===== src/rtl/core/fft_pkg.sv =====
// shared types and constants for the radix-2 fft engine
`default_nettype none
package fft_pkg;
  // sequencer states
  typedef enum logic [2:0] {
    ST_LOAD,
    ST_RD,
    ST_MUL,
    ST_WR,
    ST_ORD,
    ST_OUT
  } state_t;

  // configuration register indexes
  localparam logic CFG_LOG2_SIZE = 1'b0;
  localparam logic CFG_INVERSE   = 1'b1;

  localparam int DATA_W = 23;
  localparam int TW_W   = 16;

  // quarter-wave cosine table, Q1.15, 17 points
  function automatic logic signed [TW_W-1:0] cos_q(input logic [4:0] m);
    logic signed [TW_W-1:0] v;
    case (m)
      5'd0:  v = 16'sd32767;
      5'd1:  v = 16'sd32610;
      5'd2:  v = 16'sd32138;
      5'd3:  v = 16'sd31357;
      5'd4:  v = 16'sd30274;
      5'd5:  v = 16'sd28899;
      5'd6:  v = 16'sd27246;
      5'd7:  v = 16'sd25330;
      5'd8:  v = 16'sd23170;
      5'd9:  v = 16'sd20788;
      5'd10: v = 16'sd18205;
      5'd11: v = 16'sd15447;
      5'd12: v = 16'sd12540;
      5'd13: v = 16'sd9512;
      5'd14: v = 16'sd6393;
      5'd15: v = 16'sd3212;
      default: v = 16'sd0;
    endcase
    return v;
  endfunction

  // full-circle cosine over 64 points
  function automatic logic signed [TW_W-1:0] circ_cos(input logic [5:0] m);
    logic signed [TW_W-1:0] v;
    if (m <= 6'd16) v = cos_q(m[4:0]);
    else if (m <= 6'd32) v = -cos_q(5'(6'd32 - m));
    else if (m <= 6'd48) v = -cos_q(5'(m - 6'd32));
    else v = cos_q(5'(7'd64 - {1'b0, m}));
    return v;
  endfunction
endpackage
`default_nettype wire


===== src/rtl/core/fft_bfly.sv =====
// registered twiddle multiply and butterfly add
`default_nettype none
module fft_bfly (
  input  wire logic                             clk,
  input  wire logic                             mul_en,
  input  wire logic signed [fft_pkg::DATA_W-1:0] a_re,
  input  wire logic signed [fft_pkg::DATA_W-1:0] a_im,
  input  wire logic signed [fft_pkg::DATA_W-1:0] b_re,
  input  wire logic signed [fft_pkg::DATA_W-1:0] b_im,
  input  wire logic signed [fft_pkg::TW_W-1:0]   w_re,
  input  wire logic signed [fft_pkg::TW_W-1:0]   w_im,
  output logic signed [fft_pkg::DATA_W-1:0]      top_re,
  output logic signed [fft_pkg::DATA_W-1:0]      top_im,
  output logic signed [fft_pkg::DATA_W-1:0]      bot_re,
  output logic signed [fft_pkg::DATA_W-1:0]      bot_im
);
  localparam int PW = fft_pkg::DATA_W + fft_pkg::TW_W + 1;
  logic signed [PW-1:0] t_re_r, t_im_r;
  logic signed [PW-1:0] t_re_nxt, t_im_nxt;
  logic signed [fft_pkg::DATA_W-1:0] tr, ti;

  // complex product with rounding, registered
  always_comb begin
    t_re_nxt = PW'(b_re * w_re) - PW'(b_im * w_im) + PW'(16384);
    t_im_nxt = PW'(b_re * w_im) + PW'(b_im * w_re) + PW'(16384);
  end

  always_ff @(posedge clk) begin
    if (mul_en) begin
      t_re_r <= t_re_nxt;
      t_im_r <= t_im_nxt;
    end
  end

  // floor shift and butterfly
  assign tr = fft_pkg::DATA_W'(t_re_r >>> 15);
  assign ti = fft_pkg::DATA_W'(t_im_r >>> 15);
  assign top_re = a_re + tr;
  assign top_im = a_im + ti;
  assign bot_re = a_re - tr;
  assign bot_im = a_im - ti;
endmodule
`default_nettype wire


===== config.mk =====
export PLATFORM = sky130hd
export DESIGN_NAME = fft_bfly
export DESIGN_NICKNAME = d
export VERILOG_FILES = /design/src/rtl/core/fft_pkg.sv /design/src/rtl/core/fft_bfly.sv
export SDC_FILE = /design/constraint.sdc
export NUM_CORES = 2
export LEC_CHECK = 0
export BUFFER_PORTS_ARGS = -buffer_cell sky130_fd_sc_hd__buf_2
export CAP_MARGIN = 10
export CORE_MARGIN = 5
export CORE_UTILIZATION = 46
export CTS_BUF_LIST = sky130_fd_sc_hd__clkbuf_4 sky130_fd_sc_hd__clkbuf_8
export DETAILED_ROUTE_END_ITERATION = 10
export GPL_ROUTABILITY_DRIVEN = 0
export PLACE_DENSITY = 0.66
export SLEW_MARGIN = 20
export SYNTH_ARGS = -nofsm -noshare
export SYNTH_HDL_FRONTEND = slang
export SYNTH_SLANG_ARGS = --single-unit

===== constraint.sdc =====
create_clock -name clk -period 9.2 [get_ports clk]
set_input_delay 0.46 -clock clk [delete_from_list [all_inputs] [get_ports clk]]
set_output_delay 0.46 -clock clk [all_outputs]
set_load 0.005 [all_outputs]

# After elaboration in Yosys (flattened, before gate mapping)
# Index checks and enable logic that the tools add are counted.
# classes
add_sub_neg,8
mul,4
# op_table
operator,n
23-bit by 16-bit multiplier with 38-bit output,4
"38-bit by 16-bit adder with 38-bit output, second input constant",2
23-bit adder,2
23-bit subtractor,2
38-bit adder,1
38-bit subtractor,1
# totals
regBits,76
input_bits,126
wordCells,14

# Logic depth before layout (Yosys ltp)
# logic_depth
word_depth,3
mapped_depth,29

# Worst setup path before layout
# No wires, ideal clock.
# synth_path
kind,input to register
from,input w_re[10] in the netlist's numbering
to,register t_re_r[35] (data pin)
setup_time_ns,0.258
t_arrival_ns,7.532
required_time_ns,8.942
setup_slack_ns,1.410
stages,25
path_cell_list,clkbuf_1 -> clkbuf_1 -> nand2_1 -> fa_1 -> fa_1 -> fa_1 -> inv_1 -> fa_1 -> fa_1 -> fa_1 -> fa_1 -> inv_1 -> fa_1 -> inv_1 -> ha_1 -> a2111oi_0 -> o221ai_1 -> a21oi_1 -> o21ai_0 -> a31o_2 -> a22o_1 -> a211oi_1 -> o21ai_1 -> a211oi_1 -> nor2_1
# synth_between
elab_chain_cells,3
# synth_rtl
item,line_no,text
start: declaration,fft_bfly.sv:10,"input wire logic signed [fft_pkg::TW_W-1:0] w_re,"
23-bit by 16-bit multiplier with 38-bit output,fft_bfly.sv:24,t_re_nxt = PW'(b_re * w_re) - PW'(b_im * w_im) + PW'(16384);
38-bit subtractor,fft_bfly.sv:24,
38-bit by 16-bit adder with 38-bit output,fft_bfly.sv:24,
net t_re_nxt[35],fft_bfly.sv:19,"logic signed [PW-1:0] t_re_nxt, t_im_nxt;"
end signal: assignment,fft_bfly.sv:30,t_re_r <= t_re_nxt;
end: declaration,fft_bfly.sv:18,"logic signed [PW-1:0] t_re_r, t_im_r;"
# The timed path passes the listed nets, and every way through them passes these cells.
# A chain may end at the register's enable or synchronous reset.

# Worst setup path in the final report
# layout_path
from,input w_im[4] in the netlist's numbering
to,register t_re_r[35] (data pin)
# layout_between
elab_chain_cells,3
# layout_rtl
item,line_no,text
start: declaration,fft_bfly.sv:11,"input wire logic signed [fft_pkg::TW_W-1:0] w_im,"
23-bit by 16-bit multiplier with 38-bit output,fft_bfly.sv:24,
38-bit subtractor,fft_bfly.sv:24,
38-bit by 16-bit adder with 38-bit output,fft_bfly.sv:24,
net t_re_nxt[35],fft_bfly.sv:19,
# The timed path passes the listed nets, and every way through them passes these cells.

==> reports/qor.yml <==
synth_commonest_cells: "1803 x inv_1, 1544 x fa_1, 762 x nand2_1"
cts_buffers: 5
cp_slowest_cell: "fa_1"
critPathBufInv: 4
rows: 129
num_io_pins: 218
finalCritPeriodShare_pct: 89.3
die_area_mm2: 0.132
ys.flop_type: "edfxtp_1"
antenna_found_initial: 33
synthMostInstantiatedCell: "inv_1"
area_growth_pct: 5.06
vias: 40700
setup.worst_path.end: "t_re_r[35]$_DFFE_PP_"
post_drt_wl_per_cell_um: 19.1
htreeDepth: 2
critPathMaxFanout: 22
path_delay_family: "adder cells"
slew_headroom_pct: 33.6
fin_nets: 8409
slew_viol_final: 0
status: "complete, no violations"
syn-num-nets: 8395
max_stage_delay_ns: 0.61
synth.avg_cell_area_um2: 9.11
synth.top_cell.area_share_pct: 53.8
root_buffer: "clkbuf_8"
grt_pass1_wl_mm: 248
final_core_util_pct: 48.7
fin_cells: 7985
core-area_mm2: 0.124
rsz0062_at_grt: "no"
crit_top_cell: "fa_1"
cts_hold_buf: 0
die_w_um: 363
synth.largest_area_cell: "fa_1"
startpoint: "w_im[4]"
setup-violations-final: 0
viasPerCell: 5.09
worstSetupPathType: "input pin to flop"
async_flop_share_pct: 0
synth.distinct_cells: 68
die_height_um: 363
wl_mm: 153
seq_area_frac_synth_pct: 2.40
synth.ff_latch_count: 46
fin_crit_ns: 8.22
hold_ws_ns: 0.778
cts_setup_buffers: 0
max_cap_viol_count: 0
dr.pass1.iters: 5
worstSetupEndpointType: "flop"
initial_core_util_pct: 46.3
layout-drive-gt1-share_pct: 5.51
tightest_slew_ns: 0.996
syn_area_mm2: 0.0574
arrival_ns: 8.37
ys.warnings.count: 0
grt_usage_pct: 24.0
postRouteAntennaNets: 0
synth_edf_count: 46
ys_top_cells_by_area: "fa_1 54%, inv_1 12%, ha_1 9.1%"
worst_setup_path_start_kind: "input pin"
cp_cell_sequence: "buf_2 -> and2_1 -> fa_1 -> fa_1 -> inv_1 -> fa_1 -> fa_1 -> fa_1 -> fa_1 -> fa_1 -> inv_1 -> fa_1 -> inv_1 -> ha_1 -> a2111oi_0 -> o221ai_1 -> a21oi_1 -> o21ai_0 -> a31o_2 -> a22o_1 -> a211oi_1 -> o21ai_1 -> a211oi_1 -> nor2_1"
placed_cells: 7950
worstPathRequired_ns: 9.35
grt_max_degree: 48
hp-class: "input pin to flop"
io_buffer_count: 217
tritoncts: "done"
grt_pass1_vias: 45400
cts_buffer_depth: 2
setup_tns_ns: 0
hpwlAfterDp_mm: 132
drc_errors: 0
fmax_mhz: 122
drtIter0Drc: 2476
clk_pin_slew_ns: 0.10
grt_overflow: 0
hold_viol_final: 0
cts_resized: 0
postSynthCellCount: 6306
crit_cells: 24
clkSinkCount: 46
## layout make-up
cell class / instances / area [um2]
diodes: 27 / 67.6
clock buffers: 6 / 76.3
clock inverters: 2 / 8.76
fillers: 11600 / 63600
inverters: 1804 / 6770
multi-input cells: 4142 / 48100
flip-flops and latches: 46 / 1380
well taps: 1637 / 2050
repair buffers: 321 / 1890
## stage by stage
step / instance area (um2) / worst slack (ns)
2_1_floorplan: 57400 / 1.41
3_3_place_gp: 60200 / 0.698
3_5_place_dp: 60200 / 0.532
4_1_cts: 60300 / 0.908
5_1_grt: 60300 / 0.587
6_report: 60300 / 0.984
## how the worst min path moves through the flow
| stage | from | to | cells past startpoint |
|---|---|---|---|
| after floorplan | mul_en | t_im_r[15]$_DFFE_PP_ | 0 |
| after global placement | t_im_r[15]$_DFFE_PP_ | bot_im[0] | 3 |
| after detailed placement | t_im_r[15]$_DFFE_PP_ | top_im[0] | 3 |
| after CTS | mul_en | t_re_r[36]$_DFFE_PP_ | 2 |
| after global routing | mul_en | t_re_r[36]$_DFFE_PP_ | 2 |
| final | mul_en | t_re_r[36]$_DFFE_PP_ | 2 |
## cells in the final DEF, fill, tap and decap left out, types with 3 or more instances in the layout
master        n
or2_2         7
and3_1       14
xnor2_1     134
nand3b_1      3
nor3_1       22
o211ai_1     12
a31oi_1       5
or3_1        12
nor4_1        6
nand2_1     762
a31o_2        3
edfxtp_1     46
nor2b_1      64
o31ai_1       8
nand4_1       9
inv_1      1803
diode_2      27
a21oi_1      93
a21boi_0      3
o21a_1       10
nand2b_1     35
nor2_1      116
o2111ai_1     3
o21ai_0      39
o21bai_1     18
a2111oi_0     4
buf_4       102
fa_1       1544
a221oi_1      5
nand3_1      21
a211oi_1      7
xor2_1       41
a21o_1       26
and2_1      657
buf_2       217
clkbuf_8      5
ha_1        419
## kinds of logic (layout without fill, tap and decap cells)
kind of cell | after synthesis | after routing | synth area share, %
XOR/XNOR | 175 | 175 | 2.67
adder cells (fa/ha/maj) | 1963 | 1963 | 62.9
other | 0 | 27 | 0
flip-flops | 46 | 46 | 2.40
multiplexers | 2 | 2 | 0.0349
buffers and inverters | 2118 | 2133 | 13.9
AND/OR/NAND/NOR | 1742 | 1742 | 15.1
AO/OA/AOI/OAI | 260 | 260 | 2.97
## sequential cells by signal (all words and copies together) (netlist names)
| signal | count |
|---|---|
| t_re_r | 23 |
| t_im_r | 23 |
## per-layer routing
layer	GRT usage, %	vias to the layer above	wire [um]
met5	0	-	34
met4	7.47	6	5310
met3	4.46	277	12900
met2	40.1	1506	72000
met1	32.1	21000	62600
li1	-	17800	-
Power is left out: the tool's default activity adds up to more than one toggle a clock period on the data nets, which glitch-free logic cannot reach.
